<file path="config.mk">
export PLATFORM = sky130hd
export DESIGN_NAME = joystick_axis_deadzone_map_core
export DESIGN_NICKNAME = d
export VERILOG_FILES = /design/src/hw/rtl/jadm_pkg.sv /design/src/hw/rtl/jadm_div.sv /design/src/hw/rtl/joystick_axis_deadzone_map_core.sv
export VERILOG_INCLUDE_DIRS = /design/src /design/src/hw/rtl
export SDC_FILE = /design/constraint.sdc
export NUM_CORES = 2
export LEC_CHECK = 0
export BUFFER_PORTS_ARGS = -buffer_cell sky130_fd_sc_hd__buf_4
export CAP_MARGIN = 20
export CORE_MARGIN = 2
export CORE_UTILIZATION = 45
export DETAILED_ROUTE_END_ITERATION = 12
export GPL_TIMING_DRIVEN = 0
export MAX_ROUTING_LAYER = met4
export PLACE_DENSITY = 0.59
export SYNTH_ARGS = -nofsm -noshare
export SYNTH_HDL_FRONTEND = slang
export SYNTH_SLANG_ARGS = --single-unit
</file>
<file path="constraint.sdc">
create_clock -name clk -period 16.4 [get_ports clk]
set_clock_uncertainty 0.1 [all_clocks]
set_input_delay 4.1 -clock clk [delete_from_list [all_inputs] [get_ports clk]]
set_output_delay 4.1 -clock clk [all_outputs]
set_load 0.01 [all_outputs]
</file>
<file path="src/hw/rtl/joystick_axis_deadzone_map_core_macros.svh">
// Assertion macros shared by the joystick axis map RTL.
`ifndef JOYSTICK_AXIS_DEADZONE_MAP_CORE_MACROS_SVH
`define JOYSTICK_AXIS_DEADZONE_MAP_CORE_MACROS_SVH

`ifndef ASSERT_OFF
// checked on every clock edge outside reset
`define JADM_ASSERT(lbl, prop) \
  lbl: assert property (@(posedge clk) disable iff (rst) prop) \
    else $error("joystick axis map assertion failed");
// checked on every clock edge, reset included
`define JADM_ASSERT_ALWAYS(lbl, prop) \
  lbl: assert property (@(posedge clk) prop) \
    else $error("joystick axis map assertion failed");
`else
`define JADM_ASSERT(lbl, prop)
`define JADM_ASSERT_ALWAYS(lbl, prop)
`endif

`endif

</file>
<file path="src/hw/rtl/jadm_pkg.sv">
// Types, constants and the divider step function of the joystick axis map.
`timescale 1ns / 1ps

package jadm_pkg;

  // sample width of the ADC stream
  localparam int SAMPLE_BITS = 12;
  localparam int TGT_W       = 11;
  localparam int OUT_W       = 23;

  // derived datapath widths
  localparam int SPAN_W  = SAMPLE_BITS + 2;          // thresholds, spans (signed)
  localparam int DIFF_W  = SAMPLE_BITS + 1;          // x - start (signed)
  localparam int TGTN_W  = TGT_W + 1;                // target after negation
  localparam int PROD_W  = DIFF_W + TGTN_W;          // signed product
  localparam int NUM_W   = SAMPLE_BITS + TGT_W - 1;  // |product|
  localparam int DEN_W   = SAMPLE_BITS + 1;          // |span|

  // divider: quotient bits resolved per stage
  localparam int DSTEP      = 4;
  localparam int DIV_STAGES = (NUM_W + DSTEP - 1) / DSTEP;
  localparam int NQ_W       = DIV_STAGES * DSTEP;

  // APB register file
  localparam int DATA_W    = 32;
  localparam int ADDR_W    = 5;
  localparam int REG_IDX_W = ADDR_W - 2;

  typedef logic        [SAMPLE_BITS-1:0] smp_t;
  typedef logic signed [TGT_W-1:0]       tgt_t;
  typedef logic signed [TGTN_W-1:0]      tgtn_t;
  typedef logic signed [SPAN_W-1:0]      wide_t;
  typedef logic signed [DIFF_W-1:0]      diff_t;
  typedef logic signed [PROD_W-1:0]      prod_t;
  typedef logic        [NUM_W-1:0]       num_t;
  typedef logic        [DEN_W-1:0]       den_t;
  typedef logic        [NQ_W-1:0]        nq_t;
  typedef logic signed [OUT_W-1:0]       out_val_t;
  typedef logic        [1:0]             zone_t;
  typedef logic        [REG_IDX_W-1:0]   reg_idx_t;

  // zone codes
  localparam zone_t ZONE_DEAD = 2'd0;
  localparam zone_t ZONE_HIGH = 2'd1;
  localparam zone_t ZONE_LOW  = 2'd2;

  // register indexes
  localparam reg_idx_t REG_CENTER   = 3'd0;
  localparam reg_idx_t REG_LOW_END  = 3'd1;
  localparam reg_idx_t REG_HIGH_END = 3'd2;
  localparam reg_idx_t REG_DEAD     = 3'd3;
  localparam reg_idx_t REG_HIGH_TGT = 3'd4;
  localparam reg_idx_t REG_LOW_TGT  = 3'd5;
  localparam reg_idx_t REG_INVERT   = 3'd6;

  // reset values
  localparam smp_t CENTER_RST   = smp_t'(0);
  localparam smp_t LOW_END_RST  = smp_t'(4095);
  localparam smp_t HIGH_END_RST = smp_t'(0);
  localparam smp_t DEAD_RST     = smp_t'(60);
  localparam tgt_t HIGH_TGT_RST = tgt_t'(10);
  localparam tgt_t LOW_TGT_RST  = tgt_t'(-10);
  localparam logic INVERT_RST   = 1'b1;

  // sideband that rides along the divider
  typedef struct packed {
    logic  neg;
    logic  fault;
    zone_t zone;
  } div_side_t;

  // partial remainder and the dividend/quotient shift word
  typedef struct packed {
    den_t rem;
    nq_t  nq;
  } div_state_t;

  // one restoring division step
  function automatic div_state_t div_step(div_state_t s, den_t den);
    logic [DEN_W:0] trial;
    logic           qbit;
    div_state_t     r;
    trial = {s.rem, s.nq[NQ_W-1]};
    qbit  = (trial >= {1'b0, den});
    if (qbit) begin
      r.rem = den_t'(trial - {1'b0, den});
    end else begin
      r.rem = trial[DEN_W-1:0];
    end
    r.nq = {s.nq[NQ_W-2:0], qbit};
    return r;
  endfunction

endpackage

</file>
<file path="src/hw/rtl/jadm_div.sv">
// Pipelined unsigned restoring divider with per-stage valid and backpressure.
`timescale 1ns / 1ps

module jadm_div (
  input  logic                clk,
  input  logic                rst,
  input  logic                in_valid,
  output logic                in_ready,
  input  jadm_pkg::num_t      num,
  input  jadm_pkg::den_t      den,
  input  jadm_pkg::div_side_t side_in,
  output logic                out_valid,
  input  logic                out_ready,
  output jadm_pkg::num_t      quo,
  output jadm_pkg::div_side_t side_out
);

  logic                 v_r    [jadm_pkg::DIV_STAGES];
  logic                 rdy    [jadm_pkg::DIV_STAGES];
  jadm_pkg::div_state_t st_r   [jadm_pkg::DIV_STAGES];
  jadm_pkg::den_t       den_r  [jadm_pkg::DIV_STAGES];
  jadm_pkg::div_side_t  side_r [jadm_pkg::DIV_STAGES];

  for (genvar k = 0; k < jadm_pkg::DIV_STAGES; k++) begin : g_stage
    jadm_pkg::div_state_t st_in;
    jadm_pkg::div_state_t st_out;
    jadm_pkg::den_t       den_in;
    jadm_pkg::div_side_t  side_k;
    logic                 v_in;

    // stage input: module ports for the head, previous stage otherwise
    if (k == 0) begin : g_head
      assign st_in.rem = '0;
      assign st_in.nq  = jadm_pkg::nq_t'(num);
      assign den_in    = den;
      assign side_k    = side_in;
      assign v_in      = in_valid;
    end else begin : g_body
      assign st_in  = st_r[k-1];
      assign den_in = den_r[k-1];
      assign side_k = side_r[k-1];
      assign v_in   = v_r[k-1];
    end

    // stage may load when empty or when the next one takes its beat
    if (k == jadm_pkg::DIV_STAGES - 1) begin : g_tail
      assign rdy[k] = !v_r[k] || out_ready;
    end else begin : g_mid
      assign rdy[k] = !v_r[k] || rdy[k+1];
    end

    // DSTEP quotient bits per stage
    always_comb begin
      st_out = st_in;
      for (int i = 0; i < jadm_pkg::DSTEP; i++) begin
        st_out = jadm_pkg::div_step(st_out, den_in);
      end
    end

    always_ff @(posedge clk) begin
      if (rst) begin
        v_r[k] <= 1'b0;
      end else if (rdy[k]) begin
        v_r[k] <= v_in;
      end
    end

    always_ff @(posedge clk) begin
      if (rdy[k]) begin
        st_r[k]   <= st_out;
        den_r[k]  <= den_in;
        side_r[k] <= side_k;
      end
    end
  end

  assign in_ready  = rdy[0];
  assign out_valid = v_r[jadm_pkg::DIV_STAGES-1];
  assign quo       = jadm_pkg::num_t'(st_r[jadm_pkg::DIV_STAGES-1].nq);
  assign side_out  = side_r[jadm_pkg::DIV_STAGES-1];

endmodule

</file>
<file path="src/hw/rtl/joystick_axis_deadzone_map_core.sv">
// Top level of the joystick axis dead-zone map: registers, front pipeline, divider, output stage.
`timescale 1ns / 1ps
`include "joystick_axis_deadzone_map_core_macros.svh"

// Maps one raw ADC sample of a joystick axis to a signed control value with a
// dead zone around the calibrated center and a linear scale out to each end.
// One sample is taken every cycle while in_stall is low; a result passes through
// five front stages (capture, zone select, subtract, multiply, magnitude), the
// divider resolving four quotient bits per stage, and the output register.
// Stalls ripple back only through occupied stages, so empty stages keep filling
// while a result waits. Calibration registers sit on an APB port at byte address
// 4*index and must be written only while the pipeline is empty.

module joystick_axis_deadzone_map_core (
  input  logic                          clk,
  input  logic                          rst,
  // APB configuration port
  input  logic                          psel,
  input  logic                          penable,
  input  logic                          pwrite,
  input  logic [jadm_pkg::ADDR_W-1:0]   paddr,
  input  logic [jadm_pkg::DATA_W-1:0]   pwdata,
  output logic [jadm_pkg::DATA_W-1:0]   prdata,
  output logic                          pready,
  // sample channel
  input  logic                          in_valid,
  output logic                          in_stall,
  input  jadm_pkg::smp_t                raw_sample,
  // result channel
  output logic                          out_valid,
  input  logic                          out_stall,
  output jadm_pkg::out_val_t            mapped_value,
  output jadm_pkg::zone_t               zone,
  output logic                          divide_fault
);

  // ---------------------------------------------------------------- registers
  jadm_pkg::smp_t   center_point;
  jadm_pkg::smp_t   low_end;
  jadm_pkg::smp_t   high_end;
  jadm_pkg::smp_t   dead_band;
  jadm_pkg::tgt_t   high_target;
  jadm_pkg::tgt_t   low_target;
  logic             invert;
  jadm_pkg::reg_idx_t reg_idx;
  logic             wr_en;

  assign pready  = 1'b1;
  assign reg_idx = paddr[jadm_pkg::ADDR_W-1:2];
  assign wr_en   = psel && penable && pwrite && pready;

  always_ff @(posedge clk) begin
    if (rst) begin
      center_point <= jadm_pkg::CENTER_RST;
      low_end      <= jadm_pkg::LOW_END_RST;
      high_end     <= jadm_pkg::HIGH_END_RST;
      dead_band    <= jadm_pkg::DEAD_RST;
      high_target  <= jadm_pkg::HIGH_TGT_RST;
      low_target   <= jadm_pkg::LOW_TGT_RST;
      invert       <= jadm_pkg::INVERT_RST;
    end else if (wr_en) begin
      case (reg_idx)
        jadm_pkg::REG_CENTER:   center_point <= pwdata[jadm_pkg::SAMPLE_BITS-1:0];
        jadm_pkg::REG_LOW_END:  low_end      <= pwdata[jadm_pkg::SAMPLE_BITS-1:0];
        jadm_pkg::REG_HIGH_END: high_end     <= pwdata[jadm_pkg::SAMPLE_BITS-1:0];
        jadm_pkg::REG_DEAD:     dead_band    <= pwdata[jadm_pkg::SAMPLE_BITS-1:0];
        jadm_pkg::REG_HIGH_TGT: high_target  <= pwdata[jadm_pkg::TGT_W-1:0];
        jadm_pkg::REG_LOW_TGT:  low_target   <= pwdata[jadm_pkg::TGT_W-1:0];
        jadm_pkg::REG_INVERT:   invert       <= pwdata[0];
        default: ;
      endcase
    end
  end

  // readback, zero extended
  always_comb begin
    case (reg_idx)
      jadm_pkg::REG_CENTER:   prdata = jadm_pkg::DATA_W'(center_point);
      jadm_pkg::REG_LOW_END:  prdata = jadm_pkg::DATA_W'(low_end);
      jadm_pkg::REG_HIGH_END: prdata = jadm_pkg::DATA_W'(high_end);
      jadm_pkg::REG_DEAD:     prdata = jadm_pkg::DATA_W'(dead_band);
      jadm_pkg::REG_HIGH_TGT: prdata = jadm_pkg::DATA_W'($unsigned(high_target));
      jadm_pkg::REG_LOW_TGT:  prdata = jadm_pkg::DATA_W'($unsigned(low_target));
      jadm_pkg::REG_INVERT:   prdata = jadm_pkg::DATA_W'(invert);
      default:                prdata = '0;
    endcase
  end

  // ------------------------------------------------------------ stage control
  logic v1, v2, v3, v4, v5;
  logic rdy1, rdy2, rdy3, rdy4, rdy5, rdy_out;
  logic div_in_ready;
  logic div_out_valid;

  assign rdy_out = !out_valid || !out_stall;
  assign rdy5    = !v5 || div_in_ready;
  assign rdy4    = !v4 || rdy5;
  assign rdy3    = !v3 || rdy4;
  assign rdy2    = !v2 || rdy3;
  assign rdy1    = !v1 || rdy2;
  assign in_stall = !rdy1;

  always_ff @(posedge clk) begin
    if (rst) begin
      v1 <= 1'b0;
      v2 <= 1'b0;
      v3 <= 1'b0;
      v4 <= 1'b0;
      v5 <= 1'b0;
    end else begin
      if (rdy1) v1 <= in_valid;
      if (rdy2) v2 <= v1;
      if (rdy3) v3 <= v2;
      if (rdy4) v4 <= v3;
      if (rdy5) v5 <= v4;
    end
  end

  // ------------------------------------------------------- stage 1: capture
  jadm_pkg::smp_t raw1;

  always_ff @(posedge clk) begin
    if (rdy1) raw1 <= raw_sample;
  end

  // ----------------------------------------------- stage 2: zone and operands
  jadm_pkg::wide_t xs;
  jadm_pkg::wide_t thr_hi;
  jadm_pkg::wide_t thr_lo;
  jadm_pkg::zone_t zone_next;
  jadm_pkg::wide_t start_next;
  jadm_pkg::wide_t end_next;
  jadm_pkg::tgtn_t tgt_sel;
  jadm_pkg::tgtn_t tgt_next;

  always_comb begin
    xs     = jadm_pkg::wide_t'(raw1);
    thr_hi = jadm_pkg::wide_t'(center_point) + jadm_pkg::wide_t'(dead_band);
    thr_lo = jadm_pkg::wide_t'(center_point) - jadm_pkg::wide_t'(dead_band);
    if (xs > thr_hi) begin
      zone_next  = jadm_pkg::ZONE_HIGH;
      start_next = thr_hi;
      end_next   = jadm_pkg::wide_t'(high_end);
      tgt_sel    = jadm_pkg::tgtn_t'(high_target);
    end else if (xs < thr_lo) begin
      zone_next  = jadm_pkg::ZONE_LOW;
      start_next = thr_lo;
      end_next   = jadm_pkg::wide_t'(low_end);
      tgt_sel    = jadm_pkg::tgtn_t'(low_target);
    end else begin
      // dead zone: zero target, result forced at the output anyway
      zone_next  = jadm_pkg::ZONE_DEAD;
      start_next = xs;
      end_next   = xs;
      tgt_sel    = '0;
    end
    tgt_next = invert ? -tgt_sel : tgt_sel;
  end

  jadm_pkg::smp_t  x2;
  jadm_pkg::zone_t zone2;
  jadm_pkg::wide_t start2;
  jadm_pkg::wide_t end2;
  jadm_pkg::tgtn_t tgt2;

  always_ff @(posedge clk) begin
    if (rdy2) begin
      x2     <= raw1;
      zone2  <= zone_next;
      start2 <= start_next;
      end2   <= end_next;
      tgt2   <= tgt_next;
    end
  end

  // --------------------------------------------------- stage 3: offsets, span
  jadm_pkg::wide_t diff_wide;
  jadm_pkg::diff_t diff3;
  jadm_pkg::wide_t span3;
  jadm_pkg::tgtn_t tgt3;
  jadm_pkg::zone_t zone3;

  assign diff_wide = jadm_pkg::wide_t'(x2) - start2;

  always_ff @(posedge clk) begin
    if (rdy3) begin
      diff3 <= jadm_pkg::diff_t'(diff_wide);
      span3 <= end2 - start2;
      tgt3  <= tgt2;
      zone3 <= zone2;
    end
  end

  // ------------------------------------------- stage 4: multiply, |span|
  jadm_pkg::wide_t span_abs;
  jadm_pkg::prod_t prod4;
  jadm_pkg::den_t  den4;
  logic            span_neg4;
  logic            fault4;
  jadm_pkg::zone_t zone4;

  assign span_abs = span3[jadm_pkg::SPAN_W-1] ? -span3 : span3;

  always_ff @(posedge clk) begin
    if (rdy4) begin
      prod4     <= jadm_pkg::prod_t'(diff3) * jadm_pkg::prod_t'(tgt3);
      den4      <= jadm_pkg::den_t'(span_abs);
      span_neg4 <= span3[jadm_pkg::SPAN_W-1];
      fault4    <= (zone3 != jadm_pkg::ZONE_DEAD) && (span3 == '0);
      zone4     <= zone3;
    end
  end

  // ------------------------------------------------- stage 5: |product|, sign
  jadm_pkg::prod_t     prod_abs;
  jadm_pkg::num_t      num5;
  jadm_pkg::den_t      den5;
  jadm_pkg::div_side_t side5;

  assign prod_abs = prod4[jadm_pkg::PROD_W-1] ? -prod4 : prod4;

  always_ff @(posedge clk) begin
    if (rdy5) begin
      num5        <= jadm_pkg::num_t'(prod_abs);
      den5        <= den4;
      side5.neg   <= prod4[jadm_pkg::PROD_W-1] ^ span_neg4;
      side5.fault <= fault4;
      side5.zone  <= zone4;
    end
  end

  // ------------------------------------------------------------------ divider
  jadm_pkg::num_t      quo;
  jadm_pkg::div_side_t side_q;

  jadm_div u_div (
    .clk       (clk),
    .rst       (rst),
    .in_valid  (v5),
    .in_ready  (div_in_ready),
    .num       (num5),
    .den       (den5),
    .side_in   (side5),
    .out_valid (div_out_valid),
    .out_ready (rdy_out),
    .quo       (quo),
    .side_out  (side_q)
  );

  // ------------------------------------------------ output: sign and register
  logic signed [jadm_pkg::NUM_W:0] quo_s;
  logic signed [jadm_pkg::NUM_W:0] quo_signed;
  jadm_pkg::out_val_t              mapped_next;

  always_comb begin
    quo_s      = {1'b0, quo};
    quo_signed = side_q.neg ? -quo_s : quo_s;
    if (side_q.fault || (side_q.zone == jadm_pkg::ZONE_DEAD)) begin
      mapped_next = '0;
    end else begin
      mapped_next = jadm_pkg::out_val_t'(quo_signed);
    end
  end

  always_ff @(posedge clk) begin
    if (rst) begin
      out_valid <= 1'b0;
    end else if (rdy_out) begin
      out_valid <= div_out_valid;
    end
  end

  always_ff @(posedge clk) begin
    if (rdy_out) begin
      mapped_value <= mapped_next;
      zone         <= side_q.zone;
      divide_fault <= side_q.fault;
    end
  end

  // --------------------------------------------------------------- assertions
  `JADM_ASSERT(a_accept_fills, (in_valid && !in_stall) |=> v1)
  `JADM_ASSERT(a_fault_zero, out_valid |-> (!divide_fault || mapped_value == '0))
  `JADM_ASSERT(a_dead_clean, (out_valid && zone == jadm_pkg::ZONE_DEAD) |-> (mapped_value == '0 && !divide_fault))
  `JADM_ASSERT_ALWAYS(a_rst_flush, rst |=> (!out_valid && !v1 && !v5))

endmodule
</file>
[Word level (Yosys, flattened, before mapping)]
Memories as Yosys holds them, arrays and structs flattened.
Index checks and enable logic that the tools add are counted.
Word-level totals
  register bits: 291
  bits in writable memories: 330
  bits of input ports: 56
  output and inout bits: 61
  memories kept: 4
Memories
  u_div.st_r: depth 6, width 37, rd ports 6, clocked after memory_dff 0, wr ports 6, line jadm_div.sv:20  | jadm_pkg::div_state_t st_r [jadm_pkg::DIV_STAGES];
  u_div.den_r: depth 6, width 13, rd ports 5, clocked after memory_dff 0, wr ports 6, line jadm_div.sv:21  | jadm_pkg::den_t den_r [jadm_pkg::DIV_STAGES];
  u_div.side_r: depth 6, width 4, rd ports 6, clocked after memory_dff 0, wr ports 6, line jadm_div.sv:22  | jadm_pkg::div_side_t side_r [jadm_pkg::DIV_STAGES];
  u_div.v_r: depth 6, width 1, rd ports 6, clocked after memory_dff 0, wr ports 6, line jadm_div.sv:18  | logic v_r [jadm_pkg::DIV_STAGES];
Cells by class
  add/subtract/negate cells: 32
  multiply operators: 1
  magnitude comparators: 26
  equality and inequality tests: 6
  multiplexer cells: 68
  bitwise operators: 8
  reduce and logical (&&, ||, !) cells: 42
Operators with widths (number)
  $mux W13: 25
  $ge A14 B13 Y1: 23
  $sub A13 B13 Y13: 24
  $pmux W12 S7: 1
  $mux W12: 5
  $mux W22: 2
  $mux W1: 32
  $mux W14: 2
  $mul A13 B12 Y25: 1
  $neg A22 Y23: 1
  $neg A22 Y22: 1
  $logic_not A1 Y1: 14
  $logic_not A14 Y1: 1
  $reduce_and A2 Y1: 7
  $sub A14 B14 Y14: 1
  $add A12 B12 Y13: 1
  $ge A1 B13 Y1 const A: 1
  $gt A12 B13 Y1: 1
  $logic_or A1 B1 Y1: 13
  $lt A13 B13 Y1: 1
  $neg A13 Y13: 1
  $sub A1 B13 Y13 const A: 1
  $sub A12 B12 Y13: 1
  $neg A12 Y12: 1
  12 further kinds: 22

[Logic depth before layout (Yosys ltp)]
  depth in word-level cells: 14
  depth in mapped cells: 51

[Hierarchy]
From an unflattened synthesis, not the netlist that was laid out.
Unflattened totals
  cells, all modules: 4577
  area total of the unflattened synthesis: 45718.8 um^2
Modules (own cells, without submodules)
  jadm_div: times used 1, cells an instance 2548, area each 25216.7 um^2
  joystick_axis_deadzone_map_core: times used 1, cells an instance 2029, area each 20502.2 um^2

[Worst setup path before layout]
No wires, ideal clock.
  kind: input-to-output
  from: input out_stall
  to: output in_stall
  arrival: 7474 ps
  required time: 12200 ps
  path slack: 4726 ps
  cell stages on the path: 10
  buffers on the path: 1
  cell sequence: and3_1 clkbuf_1 inv_1 nor2_1 and2_1 and3_1 nand3_1 nor2_1 nand2_1 inv_1
RTL lines
  start: declaration: line joystick_axis_deadzone_map_core.sv:31  | input logic out_stall,
  end: declaration: line joystick_axis_deadzone_map_core.sv:27  | output logic in_stall,

==> flow_summary.ini <==
[cells_and_area]
antenna_cells = 0
areaGrowthSynthToFinish_pct = 10.5
final_core_util_pct = 50.1
stdcell_count = 6103
drive_gt1_share_pct = 8.03
multiInputGateArea_um2 = 26700
nNetsFinal = 5409
mostFrequentLayoutCell = edfxtp_1
layout_common_cells = edfxtp_1, ha_1, inv_1
n_fill_cell = 9238
seqCellArea_um2 = 16600

[worst_setup_path]
cp-start-kind = register
reg2reg_from = u_div.den_r[0][1]
crit_arrival_ns = 13.16
critPathCaptureType = register
worstPathMaxFanout = 10
crit_path_max_incr_delay_ns = 0.54
crit_top_cell = inv_1
crit_slowest_cell = edfxtp_1
endpoint = u_div.st_r[1][31]
cp.required_ns = 16.67
reg2reg_slack_ns = 3.51
critPathLaunch = u_div.den_r[0][1]
r2r_end = u_div.st_r[1][31]
reg2reg_depth = 47
path_class = register to register

[floorplanning]
dieArea_um2 = 104000
die_y_um = 322
floorplan.rows = 116
initial_utilization_pct = 45.4
ios = 117
design.core.area_um2 = 100000
die_x_um = 322

[cts]
clockBufferDepth = 3
cts_tree = yes
cts_root_buffer = clkbuf_16
cts_resized = 0
post_cts.repair.setup_buffers = 0
clkSlewWorstSetupHoldPaths_ns = 0.06
cts_hold_buffers = 0
cts_sinks = 579
insertion_delay_ns = 0.63
htree_levels = 3
cts_buffers = 67

[flow_run]
drv_cap = 0

[routing]
drt-total-wl_mm = 114
drc = 0
antenna_left = 0
via_per_inst = 5.58
drtPass1Iterations = 5
wire_per_inst_um = 18.7
vias = 34051
drtIter0Drc = 2063

[timing]
fin_setup_tns_ns = 0
slew_headroom_pct = 23.1
max_freq_mhz = 77.6
fin_crit_ns = 12.89
rsz0062_at_grt = false
worst_pin_slew_ns = 1.15
final.setup.worst_slack_ns = 3.51
fin_crit_sh_pct = 78.6
drv_slew = 0
hold_viol = 0
setup_viol = 0

[grt]
grtUsageTotal_pct = 22.8
grt_pass1_wl_mm = 182
gr-total-overflow = 0
grt_pass1_vias = 33604
antenna_found_initial = 1
grt_max_degree = 44

[yosys]
synth_top_area_cell = edfxtp_1
syn_inst = 4582
synth_area_um2 = 45400
synth-seq-area-share_pct = 36.6
synth.top_cell.area_share_pct = 33.2
avgSynthCellArea_um2 = 9.92
ys_types = 92
netlist_top_cells_area = edfxtp_1, ha_1, fa_1, xnor2_1, inv_1
ys_async_sr_fraction_pct = 0
synth-main-ff-cell = edfxtp_1
synth_edf_count = 502
synth_warnings = 0
synth_seq_cells = 579

[place]
hpwl_mm = 91.9
io_buffers = 71
gp_congestion = 0.923
post-place-ws_ns = 3.66
post-place-cells = 5980

[hold_path]
hold_class = register to register

[status]
status = finished clean
Yosys cell counts, drive strengths merged, types with 16 or more instances:
library cell	n
edfxtp	502
ha	428
inv	423
nand2	416
nor2	323
a21oi	298
o21ai	226
xnor2	199
fa	173
xor2	119
mux2	101
nor3	95
clkbuf	94
mux2i	92
a21o	79
dfxtp	77
nor2b	76
and2	65
nand3	61
nand2b	56
o21a	52
nand4	50
buf	49
a221o	38
or3	37
o31ai	36
a21boi	31
and3	28
a211oi	26
o21bai	24
or2	24
o211ai	21
a31oi	20
nor3b	20
nor4	16
layer usage:
metal / routed length [um] / up-vias / global-route usage (%) / part of all wire (%)
met5: 0 / - / - / 0
met4: 3690 / 0 / 7.50 / 3.2
met3: 4380 / 190 / 2.17 / 3.8
met2: 55700 / 759 / 39.0 / 49
met1: 50200 / 16364 / 28.3 / 44
li1: - / 16738 / - / -
stage by stage:
step	hold slack [ns]	instance area (um^2)
4_1_cts	0.287	50200
5_1_grt	0.304	50200
3_5_place_dp	0.305	47900
6_report	0.296	50200
2_1_floorplan	0.300	45500
3_3_place_gp	0.301	47700
how the worst min path moves through the flow:
stage          slack [ns]  depth (start not counted)    start        to
6_report             0.30                          0   fault4  side5[2]
5_1_grt              0.30                          0   fault4  side5[2]
4_1_cts              0.29                          0   fault4  side5[2]
3_5_place_dp         0.30                          0  tgt2[6]   tgt3[6]
3_3_place_gp         0.30                          0  tgt2[2]   tgt3[2]
2_1_floorplan        0.30                          0  den4[0]   den5[0]
critical path: cells and delay by family, from the launching register on:
kind | cells | cell delay (ns)
simple gates | 11 | 2.23
fa+ha+maj | 4 | 1.61
mux | 2 | 0.68
buf+inv | 10 | 2.14
flops | 1 | 0.54
compound gates | 20 | 5.35
cell families (layout without fill, tap and decap cells):
kind of cell / after synthesis / in the layout / share of synthesized area (%)
buffers and inverters: 569 / 773 / 4.93
adder cells (fa/ha/maj): 601 / 601 / 19.4
XOR/XNOR: 318 / 318 / 6.13
AND/OR/NAND/NOR: 1313 / 1313 / 13.9
flip-flops: 579 / 579 / 36.6
other: 2 / 21 / 0.0165
multiplexers: 196 / 196 / 4.68
AO/OA/AOI/OAI: 1004 / 1004 / 14.4
flip-flops by register name, summed over array words and instances, names as in the netlist, 13 cells and up:
signal,cells
den5,13
start2,14
span3,14
u_div.st_r,197
mapped_value,23
u_div.side_r,24
u_div.den_r,65
num5,22
den4,13
diff3,13
prod4,23
layout make-up:
cell class | instances | area share [%]
plain buffers | 143 | 1.27
inverters | 426 | 3.19
flip-flops and latches | 579 | 33.1
well taps | 1298 | 3.24
repair buffers | 82 | 1.43
multi-input cells | 3453 | 53.1
clock buffers | 78 | 3.48
clock inverters | 44 | 1.16
Power is left out: the tool's default activity adds up to more than one toggle a clock period on the data nets, which glitch-free logic cannot reach.
